===== src/hdl/sbr_pkg.sv =====
`timescale 1ns / 1ps

package sbr_pkg;

   // Bit store capacity in bits.
   localparam int STORE_BITS = 64;
   // Width of the fill count, which must hold STORE_BITS itself.
   localparam int FILL_W = $clog2(STORE_BITS + 1);

   // Entries in the queue between the front and the back.
   localparam int QUEUE_DEPTH = 2;
   localparam int QPTR_W = (QUEUE_DEPTH > 1) ? $clog2(QUEUE_DEPTH) : 1;
   localparam int QCNT_W = $clog2(QUEUE_DEPTH + 1);

   // Item kinds.
   localparam logic KIND_PUSH = 1'b0;
   localparam logic KIND_READ = 1'b1;

   // Byte values that the stuffing rule looks at.
   localparam logic [7:0] BYTE_FF = 8'hFF;
   localparam logic [7:0] BYTE_ZERO = 8'h00;

   // Largest read request.
   localparam logic [5:0] MAX_READ_BITS = 6'd32;

   // Result status codes.
   localparam logic [1:0] STATUS_OK = 2'd0;
   localparam logic [1:0] STATUS_STUFFED = 2'd1;
   localparam logic [1:0] STATUS_FULL = 2'd2;
   localparam logic [1:0] STATUS_UNDERFLOW = 2'd3;

   // Input item.
   typedef struct packed {
      logic       kind;
      logic [7:0] data_byte;
      logic       discard_stuffing;
      logic [5:0] read_bits;
   } req_type;

   // Result item.
   typedef struct packed {
      logic [31:0] value;
      logic [5:0]  bits_read;
      logic [1:0]  status;
   } rsp_type;

   // Classified operation passed from the front to the back.
   typedef struct packed {
      logic       is_read;
      logic [7:0] data_byte;
      logic       stuff_zero;
      logic       is_ff;
      logic [5:0] read_bits;
   } op_type;

endpackage


===== src/hdl/stuffed_bit_reader_core.sv =====
`timescale 1ns / 1ps

// Channel   Direction  Handshake            Payload
// req       in         req_valid/req_stall  sbr_pkg::req_type (kind, byte, stuffing, bits)
// rsp       out        rsp_valid/rsp_stall  sbr_pkg::rsp_type (value, bits_read, status)
//
// One item is accepted per cycle while the queue has room, and each item yields exactly one result.
// When the queue is empty and no result is waiting, an accepted item is first
// written into the queue, and the back then does its shift and fill update from
// the queue head straight into the result register.
// Reset clears the bit store, fill count, stuffing flag, queue and output valid.
// A stalled result holds; the two-entry queue keeps accepting until it fills.

module stuffed_bit_reader_core (
   input  logic             clock,
   input  logic             reset,
   input  logic             req_valid,
   output logic             req_stall,
   input  sbr_pkg::req_type req_item,
   output logic             rsp_valid,
   input  logic             rsp_stall,
   output sbr_pkg::rsp_type rsp_item
);

   logic            queue_full;
   logic            queue_empty;
   logic            queue_push;
   logic            queue_pop;
   sbr_pkg::op_type push_op;
   sbr_pkg::op_type head_op;

   // Front: accept and classify items.
   sbr_front u_front (
      .req_valid  (req_valid),
      .req_stall  (req_stall),
      .req_item   (req_item),
      .queue_full (queue_full),
      .queue_push (queue_push),
      .push_op    (push_op)
   );

   // Queue between the front and the back.
   sbr_queue u_queue (
      .clock   (clock),
      .reset   (reset),
      .push    (queue_push),
      .push_op (push_op),
      .full    (queue_full),
      .pop     (queue_pop),
      .pop_op  (head_op),
      .empty   (queue_empty)
   );

   // Back: bit store and result register.
   sbr_back u_back (
      .clock       (clock),
      .reset       (reset),
      .queue_empty (queue_empty),
      .head_op     (head_op),
      .queue_pop   (queue_pop),
      .rsp_valid   (rsp_valid),
      .rsp_stall   (rsp_stall),
      .rsp_item    (rsp_item)
   );

endmodule


===== src/hdl/sbr_front.sv =====
`timescale 1ns / 1ps

module sbr_front (
   input  logic            req_valid,
   output logic            req_stall,
   input  sbr_pkg::req_type req_item,
   input  logic            queue_full,
   output logic            queue_push,
   output sbr_pkg::op_type push_op
);

   // The front takes an item whenever the queue has room.
   assign req_stall = queue_full;
   assign queue_push = req_valid && !queue_full;

   // Decode the item into the form the back executes.
   always_comb begin
      push_op.is_read = (req_item.kind == sbr_pkg::KIND_READ);
      push_op.data_byte = req_item.data_byte;
      push_op.stuff_zero = req_item.discard_stuffing &&
                           (req_item.data_byte == sbr_pkg::BYTE_ZERO);
      push_op.is_ff = (req_item.data_byte == sbr_pkg::BYTE_FF);
      // Requests above the limit are clamped to the limit.
      if (req_item.read_bits > sbr_pkg::MAX_READ_BITS) begin
         push_op.read_bits = sbr_pkg::MAX_READ_BITS;
      end else begin
         push_op.read_bits = req_item.read_bits;
      end
   end

endmodule


===== src/hdl/sbr_queue.sv =====
`timescale 1ns / 1ps

module sbr_queue (
   input  logic            clock,
   input  logic            reset,
   input  logic            push,
   input  sbr_pkg::op_type push_op,
   output logic            full,
   input  logic            pop,
   output sbr_pkg::op_type pop_op,
   output logic            empty
);

   sbr_pkg::op_type                 entry_ff [sbr_pkg::QUEUE_DEPTH];
   logic [sbr_pkg::QPTR_W-1:0]      wr_ptr_ff, wr_ptr_in;
   logic [sbr_pkg::QPTR_W-1:0]      rd_ptr_ff, rd_ptr_in;
   logic [sbr_pkg::QCNT_W-1:0]      count_ff, count_in;

   assign full = (count_ff == sbr_pkg::QCNT_W'(sbr_pkg::QUEUE_DEPTH));
   assign empty = (count_ff == '0);
   assign pop_op = entry_ff[rd_ptr_ff];

   // Pointer and count updates; push and pop may happen in the same cycle.
   always_comb begin
      wr_ptr_in = wr_ptr_ff;
      rd_ptr_in = rd_ptr_ff;
      count_in = count_ff;
      if (push) begin
         if (wr_ptr_ff == sbr_pkg::QPTR_W'(sbr_pkg::QUEUE_DEPTH - 1)) begin
            wr_ptr_in = '0;
         end else begin
            wr_ptr_in = wr_ptr_ff + 1'b1;
         end
      end
      if (pop) begin
         if (rd_ptr_ff == sbr_pkg::QPTR_W'(sbr_pkg::QUEUE_DEPTH - 1)) begin
            rd_ptr_in = '0;
         end else begin
            rd_ptr_in = rd_ptr_ff + 1'b1;
         end
      end
      if (push && !pop) begin
         count_in = count_ff + 1'b1;
      end else if (pop && !push) begin
         count_in = count_ff - 1'b1;
      end
   end

   always_ff @(posedge clock) begin
      if (reset) begin
         wr_ptr_ff <= '0;
         rd_ptr_ff <= '0;
         count_ff <= '0;
      end else begin
         wr_ptr_ff <= wr_ptr_in;
         rd_ptr_ff <= rd_ptr_in;
         count_ff <= count_in;
      end
   end

   // Entry storage needs no reset.
   always_ff @(posedge clock) begin
      if (push) begin
         entry_ff[wr_ptr_ff] <= push_op;
      end
   end

endmodule


===== src/hdl/sbr_back.sv =====
`timescale 1ns / 1ps

module sbr_back (
   input  logic             clock,
   input  logic             reset,
   input  logic             queue_empty,
   input  sbr_pkg::op_type  head_op,
   output logic             queue_pop,
   output logic             rsp_valid,
   input  logic             rsp_stall,
   output sbr_pkg::rsp_type rsp_item
);

   logic [sbr_pkg::STORE_BITS-1:0] store_ff, store_in;
   logic [sbr_pkg::FILL_W-1:0]     fill_ff, fill_in;
   logic                           last_ff_byte_ff, last_ff_byte_in;
   logic                           rsp_valid_ff, rsp_valid_in;
   sbr_pkg::rsp_type               rsp_ff, rsp_in;

   logic                           take;
   logic [sbr_pkg::FILL_W:0]       fill_plus_byte;
   logic                           store_full;
   logic [sbr_pkg::FILL_W-1:0]     want;
   logic                           underflow;
   logic [sbr_pkg::FILL_W-1:0]     shift_amt;
   logic [sbr_pkg::STORE_BITS-1:0] shifted;
   logic [31:0]                    read_mask;

   // Execute the head operation whenever the output register can take a result.
   assign take = !queue_empty && (!rsp_valid_ff || !rsp_stall);
   assign queue_pop = take;
   assign rsp_valid = rsp_valid_ff;
   assign rsp_item = rsp_ff;

   // Capacity check for a push.
   assign fill_plus_byte = {1'b0, fill_ff} + (sbr_pkg::FILL_W + 1)'(8);
   assign store_full = (fill_plus_byte > (sbr_pkg::FILL_W + 1)'(sbr_pkg::STORE_BITS));

   // Bit extraction for a read: the oldest bits sit just below the fill count.
   assign want = sbr_pkg::FILL_W'(head_op.read_bits);
   assign underflow = (want > fill_ff);
   assign shift_amt = fill_ff - want;
   assign shifted = store_ff >> shift_amt;
   assign read_mask = ~(32'hFFFF_FFFF << head_op.read_bits);

   always_comb begin
      store_in = store_ff;
      fill_in = fill_ff;
      last_ff_byte_in = last_ff_byte_ff;
      rsp_in = rsp_ff;
      rsp_valid_in = rsp_valid_ff;
      if (!rsp_stall) begin
         rsp_valid_in = 1'b0;
      end
      if (take) begin
         rsp_valid_in = 1'b1;
         rsp_in.value = '0;
         rsp_in.bits_read = '0;
         rsp_in.status = sbr_pkg::STATUS_OK;
         if (!head_op.is_read) begin
            // Push: drop a stuffed zero, refuse a byte that does not fit.
            if (head_op.stuff_zero && last_ff_byte_ff) begin
               last_ff_byte_in = 1'b0;
               rsp_in.status = sbr_pkg::STATUS_STUFFED;
            end else if (store_full) begin
               rsp_in.status = sbr_pkg::STATUS_FULL;
            end else begin
               store_in = {store_ff[sbr_pkg::STORE_BITS-9:0], head_op.data_byte};
               fill_in = fill_ff + sbr_pkg::FILL_W'(8);
               last_ff_byte_in = head_op.is_ff;
            end
         end else begin
            // Read: underflow reports the fill and leaves the state alone.
            if (underflow) begin
               rsp_in.bits_read = 6'(fill_ff);
               rsp_in.status = sbr_pkg::STATUS_UNDERFLOW;
            end else begin
               rsp_in.value = shifted[31:0] & read_mask;
               rsp_in.bits_read = head_op.read_bits;
               fill_in = fill_ff - want;
            end
         end
      end
   end

   always_ff @(posedge clock) begin
      if (reset) begin
         store_ff <= '0;
         fill_ff <= '0;
         last_ff_byte_ff <= 1'b0;
         rsp_valid_ff <= 1'b0;
      end else begin
         store_ff <= store_in;
         fill_ff <= fill_in;
         last_ff_byte_ff <= last_ff_byte_in;
         rsp_valid_ff <= rsp_valid_in;
      end
   end

   // Result payload needs no reset.
   always_ff @(posedge clock) begin
      rsp_ff <= rsp_in;
   end

endmodule

===== config.mk =====
export PLATFORM = sky130hd
export DESIGN_NAME = stuffed_bit_reader_core
export DESIGN_NICKNAME = d
export VERILOG_FILES = /design/src/hdl/sbr_pkg.sv /design/src/hdl/stuffed_bit_reader_core.sv /design/src/hdl/sbr_front.sv /design/src/hdl/sbr_queue.sv /design/src/hdl/sbr_back.sv
export SDC_FILE = /design/constraint.sdc
export NUM_CORES = 1
export LEC_CHECK = 0
export BUFFER_PORTS_ARGS = -buffer_cell sky130_fd_sc_hd__buf_2
export CAP_MARGIN = 20
export CORE_UTILIZATION = 41
export DETAILED_ROUTE_END_ITERATION = 7
export PLACE_DENSITY_LB_ADDON = 0.1
export SLEW_MARGIN = 5
export SYNTH_ARGS = -nofsm -noshare
export SYNTH_HDL_FRONTEND = slang
export SYNTH_SLANG_ARGS = --single-unit

===== constraint.sdc =====
create_clock -name clock -period 3.8 [get_ports clock]
set_clock_uncertainty 0.15 [all_clocks]
set_input_delay 0.76 -clock clock [delete_from_list [all_inputs] [get_ports clock]]
set_output_delay 0.76 -clock clock [all_outputs]
set_load 0.02 [all_outputs]

# Word level (Yosys, flattened, before mapping)

Memory sizes are Yosys's and may differ from the RTL's. A register that Yosys moved wholly into a read port is not among the register bits.
Cells that the tools add are included.

Add/subtract/negate cells: 7
Mux-type cells: 22
Bitwise gates (word level): 5
Magnitude comparators: 3
Shift operators: 2
Reduce and logical (&&, ||, !) cells: 20
Equality and inequality tests: 7

Operators by type and width:

| operator                                                                 | count |
|---|---|
| 64-bit by 7-bit right shift with 32-bit output                           | 1 |
| 32-bit AND                                                               | 1 |
| 32-bit NOT                                                               | 1 |
| 32-bit by 6-bit left shift with 32-bit output (first input constant)     | 1 |
| 7-bit two-way mux                                                        | 4 |
| 2-bit two-way mux                                                        | 6 |
| 6-bit two-way mux                                                        | 2 |
| 1-bit two-way mux                                                        | 10 |
| 7-bit by 4-bit adder with 8-bit output (second input constant)           | 1 |
| 8-bit equality test (second input constant)                              | 1 |
| 8-bit by 7-bit > comparator with 1-bit output (second input constant)    | 1 |
| 8-bit logical NOT                                                        | 1 |
| 4-bit AND reduction                                                      | 2 |
| 7-bit by 4-bit adder with 7-bit output (second input constant)           | 1 |
| 6-bit by 7-bit > comparator with 1-bit output                            | 1 |
| 7-bit by 6-bit subtractor with 7-bit output                              | 1 |
| 6-bit > comparator (second input constant)                               | 1 |
| 1-bit logical AND                                                        | 6 |
| 1-bit logical NOT                                                        | 6 |
| 2-bit by 1-bit inequality test with 1-bit output (second input constant) | 3 |
| 2-bit inequality test (second input constant)                            | 2 |
| 1-bit NOT                                                                | 3 |
| 3-bit AND reduction                                                      | 1 |
| 1-bit adder (second input constant)                                      | 2 |
| 7 further kinds                                                          | 7 |

Output and inout port bits: 42
Input bits: 20
RAM bits: 34
Register bits after elaboration: 117
Memories kept: 1

Memory list:

| memory           | depth | width | read ports | clocked after Yosys merged registers in | write ports | line            | text |
|---|---|---|---|---|---|---|---|
| u_queue.entry_ff | 2     | 17    | 1          | 1                                       | 1           | sbr_queue.sv:14 | `sbr_pkg::op_type entry_ff [sbr_pkg::QUEUE_DEPTH];` |

# Depth between registers and ports, before layout

Depth after elaboration: 7
Mapped depth: 14
Mapped depth without buffers: 10

# Modules after synthesis

A second synthesis with hierarchy kept.

Cell total of the unflattened synthesis: 1100
Area, all modules: 10187.3 um^2

Modules (own cells, without submodules):

| module    | instances | seq. area each (um^2) | area an instance (um^2) | cells each |
|---|---|---|---|---|
| sbr_back  | 1         | 2662.6                | 8600.7                  | 1002 |
| sbr_queue | 1         | 1121.1                | 1432.6                  | 75 |
| sbr_front | 1         | 0.0                   | 153.9                   | 23 |

# Least setup slack after synthesis

No wires, ideal clock.

Path type: flip-flop to flip-flop
Start: reg (tool-made name)
End: reg u_back.rsp_ff (netlist bit u_back.rsp_item[22]) (data pin)
Setup slack: -64 ps
Period minus slack after synthesis: 3864 ps
Setup time: 269 ps
Cell stages (with the launch flop): 15
Data arrival time: 3444 ps
Cells stage by stage: dfxtp_1 > buf_2 > mux2i_1 > inv_1 > ha_1 > fa_1 > buf_2 > buf_4 > buf_6 > mux2i_1 > mux2i_1 > mux2_2 > mux4_2 > o22ai_1 > nor3_1

RTL lines:

| item                   | line            | text |
|---|---|---|
| end signal: assignment | sbr_back.sv:102 | `rsp_ff <= rsp_in;` |
| end: declaration       | sbr_back.sv:18  | `sbr_pkg::rsp_type rsp_ff, rsp_in;` |

==> results.tsv <==
stage	metric	value	unit
sta	slew_headroom	37.11	%
clock_network	clock-root-buffer	clkbuf_16	
hold_path	hp-start	u_back.rsp_valid	
place	gp_congestion	0.9871	
sta	hold_violations	0	
clock_network	cts_tree	done	
cells_and_area	area_growth_syn_to_layout	26.63	%
cells_and_area	drive_gt1_share	31.60	%
routing	vias	8981	
die	start_util	42.28	%
hold_path	hold_end	u_back.rsp_valid	
logic_synthesis	synth_compound_area_share	13.93	%
sta	period_share	99.76	%
cells_and_area	fillers	2276	
logic_synthesis	synth_area_per_cell	9.731	sq um
global_routing	grt_pass1_vias	8582	
hold_path	hp-class	flip-flop to flip-flop	
place	portBuffers	61	
cells_and_area	diodes	0	
logic_synthesis	synthFlopType	dfxtp_1	
clock_network	hold_buffers	0	
worst_setup_path	critPathSlowestCell	fa_2	
logic_synthesis	synthCells	1066	
logic_synthesis	synth_seq_cells	152	
worst_setup_path	cp_common_cell	mux4_2	
logic_synthesis	ys_types	74	
die	die_h	161.1	microns
die	die_w	161.1	microns
cells_and_area	stdcell_area	0.01314	sq mm
worst_setup_path	cp.arrival	3.83	ns
global_routing	track_usage	25.81	%
routing	drt_drc_violations_left	0	
sta	rsz0062_at_grt	true	
worst_setup_path	worst_setup_path_end_kind	flip-flop	
place	place_area	0.01195	sq mm
logic_synthesis	synth_fa_ha_area_share	1.833	%
clock_network	h-tree-depth	4	
cells_and_area	num-nets-final	1268	
worst_setup_path	critPathKind	flip-flop to flip-flop	
die	boundaryPins	62	
cells_and_area	multiInputGateArea	0.006484	sq mm
routing	wire_per_inst	21.21	microns
sta	final-setup-viol-count	0	
sta	finalSetupTns	0	ns
worst_setup_path	crit_required	3.84	ns
power	p_leak	0.005147	uW
hold_path	hold_path_depth	2	
clock_network	insertion_delay	0.44	ns
sta	fmax	263.8	MHz
worst_setup_path	critPathMaxStageDelay	0.69	ns
power	ir_worst_vdd	0.0004652	V
power	power_density	965.3	mW/mm^2
routing	first_pass_iters	5	
logic_synthesis	synth_xor_area_share	1.930	%
sta	fin_crit	3.791	ns
clock_network	clk_pin_slew_worst_paths	0.07	ns
place	place_ws	-0.2290	ns
routing	drtIter0Drc	642	
routing	totalWireLength	33.33	mm
cells_and_area	seq_area	0.003787	sq mm
logic_synthesis	post_synth_instance_area	0.01037	sq mm
worst_setup_path	crit_path_start_kind	flip-flop	
worst_setup_path	regToRegSetupSlack	0.009	ns
logic_synthesis	yosys_warnings	0	
routing	antenna_left	0	
sta	drv_slew	0	
cells_and_area	layout.cells.non_filler	1571	
logic_synthesis	synth_top_family_by_area	multiplexers	
logic_synthesis	synthesis.nets	1100	
worst_setup_path	reg2reg_to	u_back.rsp_item[13]	
logic_synthesis	synth.area.mux_share	27.86	%
place	dp_hpwl	24.97	mm
clock_network	clk_path_buf_depth	2	
routing	vias_per_cell	5.717	
logic_synthesis	yosysSeqAreaShare	36.47	%
global_routing	grt_pass1_wl	50.99	mm
global_routing	grt_max_degree	57	
worst_setup_path	timing.rr.start	u_queue.entry_ff[0][0]	
die	dieArea	0.02594	sq mm
logic_synthesis	synthArstFlopShare	0	%
cells_and_area	final_core_util	53.54	%
die	core-area	0.02453	sq mm
outcome	status	finished, final reports clean	
die	row_count	57	
global_routing	antenna_found_initial	0	
sta	timing.final.ws_setup	0.009214	ns
logic_synthesis	synthSimpleGateAreaFrac	13.29	%
sta	worst_pin_slew	0.9433	ns
flow_run	cap_viol_max_count	0	
worst_setup_path	worstPathCellList	mux2i_4 > inv_2 > ha_4 > fa_2 > buf_12 > mux2_4 > mux4_2 > mux4_2 > o22ai_2 > nor3_1	
worst_setup_path	r2r_cells	10	
logic_synthesis	synth_edf_count	74	
worst_setup_path	worstPathMaxFanout	8	
clock_network	cts_buffers	17	
global_routing	grt_overflow	0	
clock_network	cts_sinks	152	
place	placed_cells	1521	
cells by family (layout without fill, tap and decap cells):
family                     count (synthesis)  in the layout
AOI/OAI and AO/OA                        219            219
DFF                                      152            152
buffers and inverters                     92            273
xor gates and xnor gates                  16             16
and+or+nand+nor                          315            315
muxes                                    258            258
adders and majority gates                 14             14
where the power goes:
group,switching (uW),total [uW],internal (uW),leakage [uW]
sequential,168,2270,2110,0.00135
combinational,4750,8460,3710,0.00348
clock,754,1940,1190,0.000323
total,5670,12700,7010,0.00515
cells in the mapped netlist, types with 8 or more instances:
cell type,instances,share of area [%]
nor2b_1,8,0.48
clkbuf_1,25,0.90
ha_1,12,1.4
a211oi_1,27,2.0
nand2_1,176,6.4
nor3_1,9,0.43
a221oi_1,8,0.68
o21ai_0,23,1.1
a22oi_1,9,0.65
nand2b_1,12,0.72
buf_2,28,1.4
dfxtp_1,78,15
edfxtp_1,74,21
mux2_2,64,6.9
mux2i_1,174,17
inv_1,15,0.54
nand3_1,10,0.48
mux4_2,18,3.9
a21oi_1,89,4.3
nor2_1,64,2.3
nor4_1,10,0.60
buf_4,17,1.2
worst max-delay path: cells and delay by family (launching register included):
family	cells	cell delay, ns
buf+inv	2	0.27
mux	4	1.59
simple gates	1	0.07
flops	1	0.43
fa+ha+maj	2	0.87
compound gates	1	0.18
flip-flops by register name, summed over array words and instances (netlist names), named ones only:
signal                  cells
u_back.fill_ff              7
u_back.last_ff_byte_ff      1
u_queue.rd_ptr_ff           1
u_back.rsp_valid            1
u_back.rsp_item            40
u_back.store_ff            64
u_queue.entry_ff           34
u_queue.count_ff            2
u_queue.wr_ptr_ff           1
per-layer routing:
metal,GRT usage (%),wire length [microns],up-vias,share of wire [%]
met1,35.12,14860,4351,45
met2,42.38,15660,300,47
met5,0,0,-,0
met4,8.319,984,0,3.0
li1,-,-,4283,-
met3,3.364,1828,47,5.5
area by class of cell:
class,instances,area share [%]
multi-input cells,822,49.36
well taps,324,3.086
clock buffers,20,3.648
inverters,15,0.4286
repair buffers,226,13.24
clock inverters,12,1.410
flip-flops and latches,152,28.83
through the flow:
step                      power [uW]  hold slack (ns)
after detailed placement       10020           0.3234
final                          12680           0.3290
after floorplan                 7278           0.2934
after global routing           13280           0.3446
after CTS                      12210           0.3332
after global placement         10030           0.3143
cell usage in the layout (no fill, tap or decap), types with 7 or more instances in the layout:
master / instances
buf_2: 61
a211oi_1: 27
mux2i_1: 151
mux2_2: 55
buf_12: 10
buf_4: 148
inv_1: 13
mux2_4: 9
nor3_1: 8
mux2i_2: 9
nand2b_1: 12
clkbuf_16: 19
o21ai_0: 23
nand2_1: 176
a221oi_1: 8
nor2_1: 64
ha_1: 10
nor2b_1: 8
dfxtp_1: 77
mux4_2: 18
edfxtp_1: 74
a22oi_1: 9
nor4_1: 7
nand3_1: 10
a21oi_1: 89
o211ai_1: 7
mux2i_4: 14
how the worst max path moves through the flow:
stage,slack (ns),endpoint,cells after the start,startpoint
after detailed placement,-0.23,u_back.rsp_item[39],14,flip-flop
after global placement,-0.22,u_back.rsp_item[39],14,flip-flop
after global routing,-0.07,u_back.rsp_item[13],12,u_queue.entry_ff[0][0]
after CTS,0.002,u_back.rsp_item[35],12,flip-flop
final,0.009,u_back.rsp_item[13],10,u_queue.entry_ff[0][0]
after floorplan,0.008,u_back.rsp_item[22],14,flip-flop
what timing repair did:
action                                  in CTS  in global routing
pin swaps                                    1                  6
gates resized for setup                     11                 57
cloned                                       2                  0
endpoints found under the setup margin       8                 21
buffers inserted                             2                 14
No activity file was read; power rests on OpenSTA's default activity.
